$ cat config.mk
export PLATFORM = sky130hd
export DESIGN_NAME = c3rb_mac
export DESIGN_NICKNAME = d
export VERILOG_FILES = /design/src/c3rb_pkg.sv /design/src/c3rb_mac.sv
export SDC_FILE = /design/constraint.sdc
export NUM_CORES = 1
export LEC_CHECK = 0
export ABC_AREA = 1
export BUFFER_PORTS_ARGS = -buffer_cell sky130_fd_sc_hd__buf_2
export CAP_MARGIN = 20
export CORE_ASPECT_RATIO = 1.1
export CORE_MARGIN = 2
export CORE_UTILIZATION = 55
export DETAILED_ROUTE_END_ITERATION = 7
export PLACE_DENSITY = 0.74
export SLEW_MARGIN = 30
export SYNTH_ARGS = -nofsm -noshare
export SYNTH_HDL_FRONTEND = slang
export SYNTH_SLANG_ARGS = --single-unit
$ cat constraint.sdc
create_clock -name vclk -period 23
set_clock_uncertainty 0.15 [all_clocks]
set_input_delay 2.3 -clock vclk [all_inputs]
set_output_delay 2.3 -clock vclk [all_outputs]
set_load 0.02 [all_outputs]
$ cat src/c3rb_pkg.sv
// shared constants, types and register codes for the 3x3 replicate-border convolution
// no dependencies; the other files that use this package refer to it by scoped names
`default_nettype none

package c3rb_pkg;

    localparam int MAX_WIDTH     = 1024;
    localparam int PIXEL_BITS    = 8;
    localparam int COEF_BITS     = 8;
    localparam int ADDR_BITS     = $clog2(MAX_WIDTH);
    localparam int WIDTH_BITS    = $clog2(MAX_WIDTH + 1);
    localparam int HEIGHT_BITS   = 16;
    localparam int VALUE_BITS    = 20;
    localparam int KERNEL_BITS   = 3 * COEF_BITS;
    localparam int CFG_DATA_BITS = 24;
    localparam int CFG_IDX_BITS  = 3;
    localparam int PROD_BITS     = PIXEL_BITS + 1 + COEF_BITS;

    localparam logic [CFG_IDX_BITS-1:0] REG_KERNEL_TOP   = 3'd0;
    localparam logic [CFG_IDX_BITS-1:0] REG_KERNEL_MID   = 3'd1;
    localparam logic [CFG_IDX_BITS-1:0] REG_KERNEL_BOT   = 3'd2;
    localparam logic [CFG_IDX_BITS-1:0] REG_IMAGE_WIDTH  = 3'd3;
    localparam logic [CFG_IDX_BITS-1:0] REG_IMAGE_HEIGHT = 3'd4;

    localparam logic ACT_PIXEL = 1'b0;
    localparam logic ACT_DRAIN = 1'b1;

    localparam logic [WIDTH_BITS-1:0]  MAX_WIDTH_W = WIDTH_BITS'(MAX_WIDTH);
    localparam logic [HEIGHT_BITS-1:0] ROW_CAP     = '1;

    typedef logic [PIXEL_BITS-1:0]         pixel_t;
    typedef logic [KERNEL_BITS-1:0]        kernel_row_t;
    typedef logic signed [VALUE_BITS-1:0]  value_t;

    // which neighbours fall outside the image and take the centre instead
    typedef struct packed {
        logic top;
        logic bot;
        logic left;
        logic right;
    } border_t;

endpackage

`default_nettype wire

$ cat src/c3rb_mac.sv
// nine multiplies and the sum over the 3x3 window, with replicate border selection
// depends on c3rb_pkg
`default_nettype none

module c3rb_mac (
    input  wire c3rb_pkg::pixel_t      win [0:8],
    input  wire c3rb_pkg::border_t     border,
    input  wire c3rb_pkg::kernel_row_t kernel [0:2],
    output c3rb_pkg::value_t           sum
);

    always_comb
    begin
        logic signed [c3rb_pkg::PIXEL_BITS:0]    px;
        logic signed [c3rb_pkg::COEF_BITS-1:0]   cf;
        logic signed [c3rb_pkg::PROD_BITS-1:0]   prod;
        c3rb_pkg::value_t                        acc;
        int                                      rl;
        int                                      cm;
        acc = '0;
        for (int l = 0; l < 3; l++)
        begin
            for (int m = 0; m < 3; m++)
            begin
                rl = l;
                cm = m;
                if (l == 0 && border.top)   rl = 1;
                if (l == 2 && border.bot)   rl = 1;
                if (m == 0 && border.left)  cm = 1;
                if (m == 2 && border.right) cm = 1;
                px   = $signed({1'b0, win[rl * 3 + cm]});
                cf   = $signed(kernel[l][m * c3rb_pkg::COEF_BITS +: c3rb_pkg::COEF_BITS]);
                prod = px * cf;
                acc  = acc + c3rb_pkg::VALUE_BITS'(prod);
            end
        end
        sum = acc;
    end

endmodule

`default_nettype wire

==> results_tabular.tex, run 1 <==
\begin{tabular}{lr}
\hline
Metric & Value \\
\hline
\multicolumn{2}{l}{\textbf{Status}} \\
\quad Outcome & completed \\
\multicolumn{2}{l}{\textbf{Global route}} \\
\quad Antenna violations before repair & 1 \\
\quad Total congestion overflow after global routing & 0 \\
\quad Largest net degree at the start of global routing & 51 \\
\quad Via count of the first global-routing pass & 22,360 \\
\quad GRT Util Overall & 38.20\% \\
\quad Global-route wire length before repair & 130.6 mm \\
\multicolumn{2}{l}{\textbf{Yosys}} \\
\quad Yosys warnings & 0 \\
\quad Number of library cell types mapped by synthesis & 32 \\
\quad Cell area after synthesis & 24,410 µm² \\
\quad Cells after synthesis & 3,087 \\
\quad Post-Synthesis Net Count & 4,108 \\
\quad Sequential cell area fraction in the yosys report & 0\% \\
\quad Post-Synthesis Mean Instance Area & 7.908 µm² \\
\multicolumn{2}{l}{\textbf{Placed design}} \\
\quad Total cell area at the placement stage & 25,790 µm² \\
\quad Placed Instances & 3,784 \\
\quad Final weighted congestion of routability-driven global placement & 1.004 \\
\quad IO buf count & 168 \\
\quad Detailed-placement wirelength estimate & 76.53 mm \\
\multicolumn{2}{l}{\textbf{Floorplanning}} \\
\quad Std cell rows & 80 \\
\quad Top-Level Pins & 168 \\
\quad Vertical die dimension & 225.0 µm \\
\quad Area of the core & 43,640 µm² \\
\quad Total Die Area & 46,090 µm² \\
\quad DIE WIDTH & 204.9 µm \\
\quad Starting Density & 55.93\% \\
\multicolumn{2}{l}{\textbf{Routing}} \\
\quad Remaining antenna violation count & 0 \\
\quad Average wire per standard cell & 22.35 µm \\
\quad First-pass detailed-route iteration total & 6 \\
\quad Via total after detailed routing & 20,790 \\
\quad Residual DRC & 0 \\
\quad Overall routed net length & 84.58 mm \\
\quad Per-cell via count in the routed design & 5.495 \\
\quad Iteration-0 DRC count of the detailed router & 1,797 \\
\multicolumn{2}{l}{\textbf{Critical path}} \\
\quad Peak per-stage delay on the critical path & 0.75 ns \\
\quad Slowest cell on the critical path & sky130\_fd\_sc\_hd\_\_ha\_1 \\
\quad Arrival time worst endpoint & 12.46 ns \\
\quad Type of element launching the critical path & primary input \\
\quad Critical path peak fanout & 19 \\
\quad Type of the worst setup path & primary input to output port \\
\quad Required time worst endpoint & 20.55 ns \\
\quad Nature of the critical path endpoint & output port \\
\quad Cell mode on critical path & sky130\_fd\_sc\_hd\_\_fa\_1 \\
\multicolumn{2}{l}{\textbf{Timing}} \\
\quad Post-route fraction of the period consumed by the critical path & 64.83\% \\
\quad Transition time at the pin with the least slew margin & 0.9597 ns \\
\quad Max Slew Vio Count & 0 \\
\quad Peak clock frequency supported by timing & 0.06706 GHz \\
\quad Setup Total Neg Slack & 0 ns \\
\quad Fin. Hold Viols & 0 \\
\quad Max-slew headroom & 35.34\% \\
\quad Hold slack & 5.424 ns \\
\quad Setup repair after global routing missed its margin & false \\
\quad Post-layout minimum cycle time & 14.91 ns \\
\quad Final-report setup violation count & 0 \\
\multicolumn{2}{l}{\textbf{Cells and area}} \\
\quad Leading cell types in the layout, fill and taps excluded & sky130\_fd\_sc\_hd\_\_inv\_1 (912), sky130\_fd\_sc\_hd\_\_fa\_1 (569), sky130\_fd\_sc\_hd\_\_nand2\_1 (410) \\
\quad Area Overhead vs Synth & 5.638\% \\
\quad Number of nets in the finished design & 4,233 \\
\quad Sequential Area & 0 µm² \\
\quad Filler cells & 4,123 \\
\quad Summed area of non-filler cells in the final layout & 25,790 µm² \\
\quad Area used by multi-input combinational logic & 20,580 µm² \\
\quad Number of flip-flops and latches & 0 \\
\quad Fraction of layout cells with a size suffix above 1 & 7.196\% \\
\quad Post-Layout Cell Count & 3,784 \\
\quad Clock tree buffer count of the final layout & 0 \\
\quad Number of antenna repair diodes & 0 \\
\quad Most frequent standard cell in the layout excluding fill and tap cells & sky130\_fd\_sc\_hd\_\_inv\_1 \\
\multicolumn{2}{l}{\textbf{Worst hold path}} \\
\quad Count of cells along the worst hold path & 7 \\
\quad Worst Hold Class & primary input to output port \\
\quad Startpoint of the most critical hold path & kernel[48] \\
\quad Hold Path Sink & sum[0] \\
\multicolumn{2}{l}{\textbf{Clock tree}} \\
\quad Post-cts gate resize count & 0 \\
\quad Hold-fix buffers at CTS & 0 \\
\quad Total setup buffers inserted after CTS & 0 \\
\multicolumn{2}{l}{\textbf{Flow run}} \\
\quad Number of max-cap violations & 0 \\
\hline
\end{tabular}
synth_stat cells (all sizes together):
library cell / instances / area (µm²)
ha: 304 / 3804
nor2: 352 / 1321
a31oi: 3 / 31.28
nand2: 417 / 1583
nand3: 98 / 530.5
a21o: 1 / 7.510
xnor2: 6 / 52.55
o211ai: 9 / 67.56
nor3: 2 / 10.01
clkbuf: 19 / 72.56
o21a: 1 / 7.510
a21oi: 144 / 728.2
buf: 48 / 275.3
inv: 928 / 3483
fa: 569 / 11390
nor4: 1 / 6.260
xor2: 12 / 105.1
o31ai: 8 / 106.4
o21ai: 163 / 815.8
or2: 2 / 12.51
logic make-up (layout without fill, tap and decap cells):
group                      Yosys count  after routing  synth area share, %
xor gates and xnor gates            18             18               0.6458
and+or+nand+nor                    872            872                14.19
buffers and inverters              995           1118                15.69
adders and majority gates          873            873                62.24
AOI/OAI and AO/OA                  329            329                7.227
final cells by class:
class                      count  share of cell area (%)
tap                          574                   2.785
timing repair buffer         190                   3.901
inverter                     928                   13.51
multi-input combinational   2092                   79.81
worst max-delay path, delay by kind of cell:
| family | cells | cell delay, ns |
|---|---|---|
| compound gates | 6 | 1.78 |
| buf+inv | 8 | 1.20 |
| simple gates | 7 | 0.72 |
| fa+ha+maj | 12 | 6.42 |
per-layer routing:
metal / global-route usage [%] / wire length (µm) / vias to the layer above
li1: - / - / 9281
met1: 48.41 / 32750 / 10370
met2: 64.04 / 40390 / 920
met3: 5.480 / 6058 / 222
met4: 19.12 / 5379 / 0
met5: 0 / 0 / -
worst max-delay path by stage:
stage                     startpoint      end  cells after the start
after floorplan            border[0]  sum[18]                     33
after global placement     border[0]  sum[19]                     33
after detailed placement   border[0]  sum[19]                     33
after CTS                  border[0]  sum[19]                     33
after global routing       border[0]  sum[19]                     33
final                      border[0]  sum[19]                     33
metrics by stage:
step,utilization (%),worst slack (ns)
after floorplan,-,10.10
after global placement,59.09,8.090
after detailed placement,59.09,8.158
after CTS,59.09,8.143
after global routing,59.09,7.742
final,59.09,8.088
Power of run 1 is left out: the tool's default activity adds up to more than one toggle a clock period on the data nets, which glitch-free logic cannot reach.
==> run 2, diff against run 1 <==
==> constraint.sdc (replaced) <==
create_clock -name vclk -period 14.3
set_clock_uncertainty 0.15 [all_clocks]
set_input_delay 1.43 -clock vclk [all_inputs]
set_output_delay 1.43 -clock vclk [all_outputs]
set_load 0.02 [all_outputs]
==> run 2 against run 1 <==
Sequential cell count stayed put. Critical endpoint unchanged. Sequential share of layout area stayed put. Worst setup slack worse by 6.7 ns. Die area stayed put. Via count is 0.13% higher. First-iteration DRC count is 4.2% lower. Highest routed layer unchanged. Core utilization is 0.060 points higher.
==> results_tabular.tex, run 2 (synthesis gave the netlist of run 1 again) <==
\begin{tabular}{lr}
\hline
Metric & Value \\
\hline
\multicolumn{2}{l}{\textbf{Status}} \\
\quad Outcome & completed \\
\multicolumn{2}{l}{\textbf{Cells and area}} \\
\quad Area Overhead vs Synth & 5.746\% \\
\quad Number of flip-flops and latches & 0 (unchanged) \\
\quad Filler cells & 4,078 (-1.1\%) \\
\quad Number of nets in the finished design & 4,236 (+0.071\%) \\
\quad Number of antenna repair diodes & 0 (unchanged) \\
\quad Fraction of layout cells with a size suffix above 1 & 7.314\% (+0.12 points) \\
\quad Leading cell types in the layout, fill and taps excluded & sky130\_fd\_sc\_hd\_\_inv\_1 (912), sky130\_fd\_sc\_hd\_\_fa\_1 (569), sky130\_fd\_sc\_hd\_\_nand2\_1 (410) \\
\quad Sequential Area & 0 µm² (unchanged) \\
\quad Most frequent standard cell in the layout excluding fill and tap cells & sky130\_fd\_sc\_hd\_\_inv\_1 \\
\quad Clock tree buffer count of the final layout & 0 (unchanged) \\
\multicolumn{2}{l}{\textbf{Worst hold path}} \\
\quad Worst Hold Class & primary input to output port \\
\multicolumn{2}{l}{\textbf{Routing}} \\
\quad Overall routed net length & 86.31 mm (+2.0\%) \\
\quad Iteration-0 DRC count of the detailed router & 1,722 (-4.2\%) \\
\quad First-pass detailed-route iteration total & 6 (unchanged) \\
\quad Average wire per standard cell & 22.79 µm (+2.0\%) \\
\quad Residual DRC & 0 (unchanged) \\
\quad Per-cell via count in the routed design & 5.497 (about the same) \\
\quad Remaining antenna violation count & 0 (unchanged) \\
\quad Via total after detailed routing & 20,820 (+0.13\%) \\
\multicolumn{2}{l}{\textbf{Placed design}} \\
\quad Detailed-placement wirelength estimate & 78.20 mm (+2.2\%) \\
\quad Final weighted congestion of routability-driven global placement & 1.018 (+1.4\%) \\
\quad IO buf count & 168 (unchanged) \\
\multicolumn{2}{l}{\textbf{Critical path}} \\
\quad Peak per-stage delay on the critical path & 0.80 ns (+0.05 ns) \\
\quad Arrival time worst endpoint & 11.32 ns (-1.14 ns) \\
\quad Type of the worst setup path & primary input to output port \\
\quad Type of element launching the critical path & primary input \\
\quad Cell mode on critical path & sky130\_fd\_sc\_hd\_\_fa\_1 \\
\quad Slowest cell on the critical path & sky130\_fd\_sc\_hd\_\_ha\_1 \\
\quad Nature of the critical path endpoint & output port \\
\quad Required time worst endpoint & 12.72 ns (-7.83 ns) \\
\quad Critical path peak fanout & 27 (+8) \\
\multicolumn{2}{l}{\textbf{Global route}} \\
\quad Met3 global-route usage & 4.786\% (-0.69 points) \\
\quad GRT Util Overall & 38.82\% (+0.63 points) \\
\quad Antenna violations before repair & 0 (-1) \\
\quad Total congestion overflow after global routing & 0 (unchanged) \\
\quad Met1 capacity usage during global routing & 49.63\% (+1.2 points) \\
\quad Global-route wire length before repair & 131.3 mm (+0.53\%) \\
\quad Global-route track usage on met2 & 66.49\% (+2.5 points) \\
\quad Grt peak-use layer & met2 \\
\quad Via count of the first global-routing pass & 21,910 (-2.0\%) \\
\quad Largest net degree at the start of global routing & 51 (unchanged) \\
\multicolumn{2}{l}{\textbf{Floorplanning}} \\
\quad DIE WIDTH & 204.9 µm (unchanged) \\
\quad Top-Level Pins & 168 (unchanged) \\
\quad Total Die Area & 46,090 µm² (unchanged) \\
\quad Vertical die dimension & 225.0 µm (unchanged) \\
\quad Starting Density & 55.93\% (unchanged) \\
\quad Std cell rows & 80 (unchanged) \\
\quad Area of the core & 43,640 µm² (unchanged) \\
\multicolumn{2}{l}{\textbf{Timing}} \\
\quad Setup Total Neg Slack & 0 ns (unchanged) \\
\quad Max Slew Vio Count & 0 (unchanged) \\
\quad Setup repair after global routing missed its margin & false \\
\quad Peak clock frequency supported by timing & 0.07749 GHz \\
\quad Fin. Hold Viols & 0 (unchanged) \\
\quad Post-route fraction of the period consumed by the critical path & 90.24\% \\
\quad Final-report setup violation count & 0 (unchanged) \\
\quad Transition time at the pin with the least slew margin & 0.9446 ns (-0.01511 ns) \\
\quad Max-slew headroom & 36.60\% (+1.3 points) \\
\quad Post-layout minimum cycle time & 12.90 ns \\
\multicolumn{2}{l}{\textbf{Flow run}} \\
\quad Number of max-cap violations & 0 (unchanged) \\
\multicolumn{2}{l}{\textbf{Clock tree}} \\
\quad Total setup buffers inserted after CTS & 0 (unchanged) \\
\quad Hold-fix buffers at CTS & 0 (unchanged) \\
\quad Post-cts gate resize count & 0 (unchanged) \\
\hline
\end{tabular}
==> run 2: cell types whose count changed in the layout (fill, tap and decap cells not counted), sizes merged <==
cell	previous run	this run
buf	190	193
==> run 2: through the flow <==
step / hold WS (ns) / utilization, % / instances / setup slack (ns) / cell area, µm²
2_1_floorplan: 3.234 / - / 3087 / 3.144 / 24410
5_1_grt: 3.697 / 59.15 / 3787 / 0.9951 / 25810
3_3_place_gp: 3.662 / 59.14 / 3787 / 1.545 / 25810
6_report: 3.673 / 59.15 / 3787 / 1.396 / 25810
3_5_place_dp: 3.645 / 59.14 / 3787 / 1.553 / 25810
4_1_cts: 3.651 / 59.14 / 3787 / 1.487 / 25810
==> run 2: worst max-delay path, delay by kind of cell <==
kind,cells,cell delay [ns]
simple gates,8,0.95
fa+ha+maj,12,6.44
compound gates,5,1.09
buf+inv,8,1.40
==> run 2: layer usage <==
metal / vias to the layer above / part of all wire [%] / wire length, µm
met5: - / 0 / 0
met3: 200 / 7.3 / 6283
met2: 998 / 49 / 42090
met4: 0 / 5.6 / 4853
met1: 10340 / 38 / 33080
li1: 9280 / - / -
==> run 2: path summary, 6_finish.rpt <==
| check | start | to | cells past startpoint |
|---|---|---|---|
| setup / recovery | border[0] | sum[19] | 33 |
| hold / removal | kernel[8] | sum[0] | 6 |
==> run 2: final cells by class <==
type / count / area (µm²) / share of cell area (%)
Inverter: 928 / 3483 / 13.49
Multi-Input combinational cell: 2092 / 20580 / 79.74
Tap cell: 574 / 718.2 / 2.782
Timing Repair Buffer: 193 / 1028 / 3.984
Power of run 2 is left out for the same reason.
==> run 3, diff against run 2 <==
==> constraint.sdc (replaced) <==
create_clock -name vclk -period 14.3
set_clock_uncertainty 0.15 [all_clocks]
set_input_delay 0 -clock vclk [all_inputs]
set_output_delay 0 -clock vclk [all_outputs]
set_load 0.02 [all_outputs]
==> run 3 against run 2 <==
Critical path depth up 1. Via count grew 0.30%. Die area stayed put. Clock-buffer cell count did not move. Core utilization is essentially flat.
==> results_tabular.tex, run 3 (synthesis gave the netlist of run 1 again) <==
\begin{tabular}{lr}
\hline
Metric & Value \\
\hline
\multicolumn{2}{l}{\textbf{Timing}} \\
\quad Setup Total Neg Slack & 0 ns (unchanged) \\
\quad Transition time at the pin with the least slew margin & 0.9476 ns (+0.002912 ns) \\
\quad Final-report setup violation count & 0 (unchanged) \\
\quad Max-slew headroom & 36.41\% (-0.20 points) \\
\quad Fin. Hold Viols & 0 (unchanged) \\
\quad Peak clock frequency supported by timing & 0.09574 GHz (+24\%) \\
\quad Setup repair after global routing missed its margin & false \\
\quad Max Slew Vio Count & 0 (unchanged) \\
\quad Post-route fraction of the period consumed by the critical path & 73.04\% (-17 points) \\
\quad Post-layout minimum cycle time & 10.44 ns (-2.460 ns) \\
\multicolumn{2}{l}{\textbf{Critical path}} \\
\quad Required time worst endpoint & 14.15 ns (+1.43 ns) \\
\quad Type of element launching the critical path & primary input \\
\quad Cell mode on critical path & sky130\_fd\_sc\_hd\_\_fa\_1 \\
\quad Slowest cell on the critical path & sky130\_fd\_sc\_hd\_\_ha\_1 \\
\quad Arrival time worst endpoint & 10.29 ns (-1.03 ns) \\
\quad Critical path peak fanout & 19 (-30\%) \\
\quad Nature of the critical path endpoint & output port \\
\quad Type of the worst setup path & primary input to output port \\
\quad Peak per-stage delay on the critical path & 0.71 ns (-0.09 ns) \\
\multicolumn{2}{l}{\textbf{Global route}} \\
\quad Via count of the first global-routing pass & 22,140 (+1.0\%) \\
\quad Antenna violations before repair & 1 (+1) \\
\quad Total congestion overflow after global routing & 0 (unchanged) \\
\quad Global-route wire length before repair & 130.2 mm (-0.86\%) \\
\quad GRT Util Overall & 38.19\% (-0.63 points) \\
\quad Largest net degree at the start of global routing & 43 (-16\%) \\
\multicolumn{2}{l}{\textbf{Cells and area}} \\
\quad Clock tree buffer count of the final layout & 0 (unchanged) \\
\quad Leading cell types in the layout, fill and taps excluded & sky130\_fd\_sc\_hd\_\_inv\_1 (912), sky130\_fd\_sc\_hd\_\_fa\_1 (569), sky130\_fd\_sc\_hd\_\_nand2\_1 (410) \\
\quad Most frequent standard cell in the layout excluding fill and tap cells & sky130\_fd\_sc\_hd\_\_inv\_1 \\
\quad Sequential Area & 0 µm² (unchanged) \\
\quad Number of nets in the finished design & 4,235 (-0.024\%) \\
\quad Filler cells & 4,090 (+0.29\%) \\
\quad Summed area of non-filler cells in the final layout & 25,800 µm² (about the same) \\
\quad Number of flip-flops and latches & 0 (unchanged) \\
\quad Area Overhead vs Synth & 5.699\% (about the same) \\
\quad Fraction of layout cells with a size suffix above 1 & 7.254\% (-0.060 points) \\
\quad Number of antenna repair diodes & 0 (unchanged) \\
\multicolumn{2}{l}{\textbf{Clock tree}} \\
\quad Post-cts gate resize count & 0 (unchanged) \\
\quad Hold-fix buffers at CTS & 0 (unchanged) \\
\quad Total setup buffers inserted after CTS & 0 (unchanged) \\
\multicolumn{2}{l}{\textbf{Floorplanning}} \\
\quad Total Die Area & 46,090 µm² (unchanged) \\
\quad Top-Level Pins & 168 (unchanged) \\
\quad Area of the core & 43,640 µm² (unchanged) \\
\quad DIE WIDTH & 204.9 µm (unchanged) \\
\quad Vertical die dimension & 225.0 µm (unchanged) \\
\quad Std cell rows & 80 (unchanged) \\
\quad Starting Density & 55.93\% (unchanged) \\
\multicolumn{2}{l}{\textbf{Worst hold path}} \\
\quad Count of cells along the worst hold path & 7 (+1) \\
\quad Worst Hold Class & primary input to output port \\
\multicolumn{2}{l}{\textbf{Placed design}} \\
\quad Total cell area at the placement stage & 25,800 µm² (about the same) \\
\quad IO buf count & 168 (unchanged) \\
\quad Final weighted congestion of routability-driven global placement & 0.9986 (-1.9\%) \\
\quad Detailed-placement wirelength estimate & 77.02 mm (-1.5\%) \\
\multicolumn{2}{l}{\textbf{Routing}} \\
\quad Residual DRC & 0 (unchanged) \\
\quad Iteration-0 DRC count of the detailed router & 1,852 (+7.5\%) \\
\quad First-pass detailed-route iteration total & 7 (+1) \\
\quad Overall routed net length & 84.97 mm (-1.6\%) \\
\quad Average wire per standard cell & 22.44 µm (-1.5\%) \\
\quad Remaining antenna violation count & 0 (unchanged) \\
\quad Via total after detailed routing & 20,880 (+0.30\%) \\
\quad Per-cell via count in the routed design & 5.515 (+0.32\%) \\
\multicolumn{2}{l}{\textbf{Flow run}} \\
\quad Number of max-cap violations & 0 (unchanged) \\
\multicolumn{2}{l}{\textbf{Status}} \\
\quad Outcome & completed \\
\hline
\end{tabular}
==> run 3: cell types whose count changed in the layout (fill, tap and decap cells not counted) <==
| cell | delta |
|---|---|
| sky130_fd_sc_hd__buf_4 | -1 |
| sky130_fd_sc_hd__o21ai_2 | -1 |
| sky130_fd_sc_hd__o21ai_0 | +1 |
==> run 3: worst max-delay path, delay by kind of cell <==
kind            cells  cell delay [ns]
compound gates      5             1.68
fa+ha+maj          12             6.47
buf+inv             9             1.31
simple gates        8             0.79
==> run 3: cell type report <==
type	instances	area, µm²	share of cell area (%)
Multi-Input combinational cell	2092	20580	79.76
Inverter	928	3483	13.50
Timing Repair Buffer	192	1021	3.957
Tap cell	574	718.2	2.783
==> run 3: layer usage <==
| metal | GRT usage [%] | routed length, µm | vias to the layer above |
|---|---|---|---|
| met1 | 49.04 | 32640 | 10480 |
| met5 | 0 | 0 | - |
| met4 | 16.73 | 4751 | 0 |
| met2 | 65.10 | 41370 | 908 |
| li1 | - | - | 9282 |
| met3 | 4.584 | 6201 | 207 |
==> run 3: stage by stage <==
stage | util (%) | setup slack [ns] | hold slack, ns | cells
floorplan | - | 6.004 | 0.3743 | 3087
global placement | 59.12 | 3.950 | 0.7641 | 3786
detailed placement | 59.12 | 3.993 | 0.7645 | 3786
CTS | 59.12 | 3.967 | 0.7790 | 3786
global route | 59.12 | 3.485 | 0.8328 | 3786
finish | 59.12 | 3.855 | 0.8098 | 3786
==> run 3: worst paths after layout <==
kind | slack [ns] | end | startpoint
worst max-delay path | 3.86 | sum[19] | border[0]
worst min-delay path | 0.81 | sum[0] | kernel[48]
Power of run 3 is left out for the same reason.
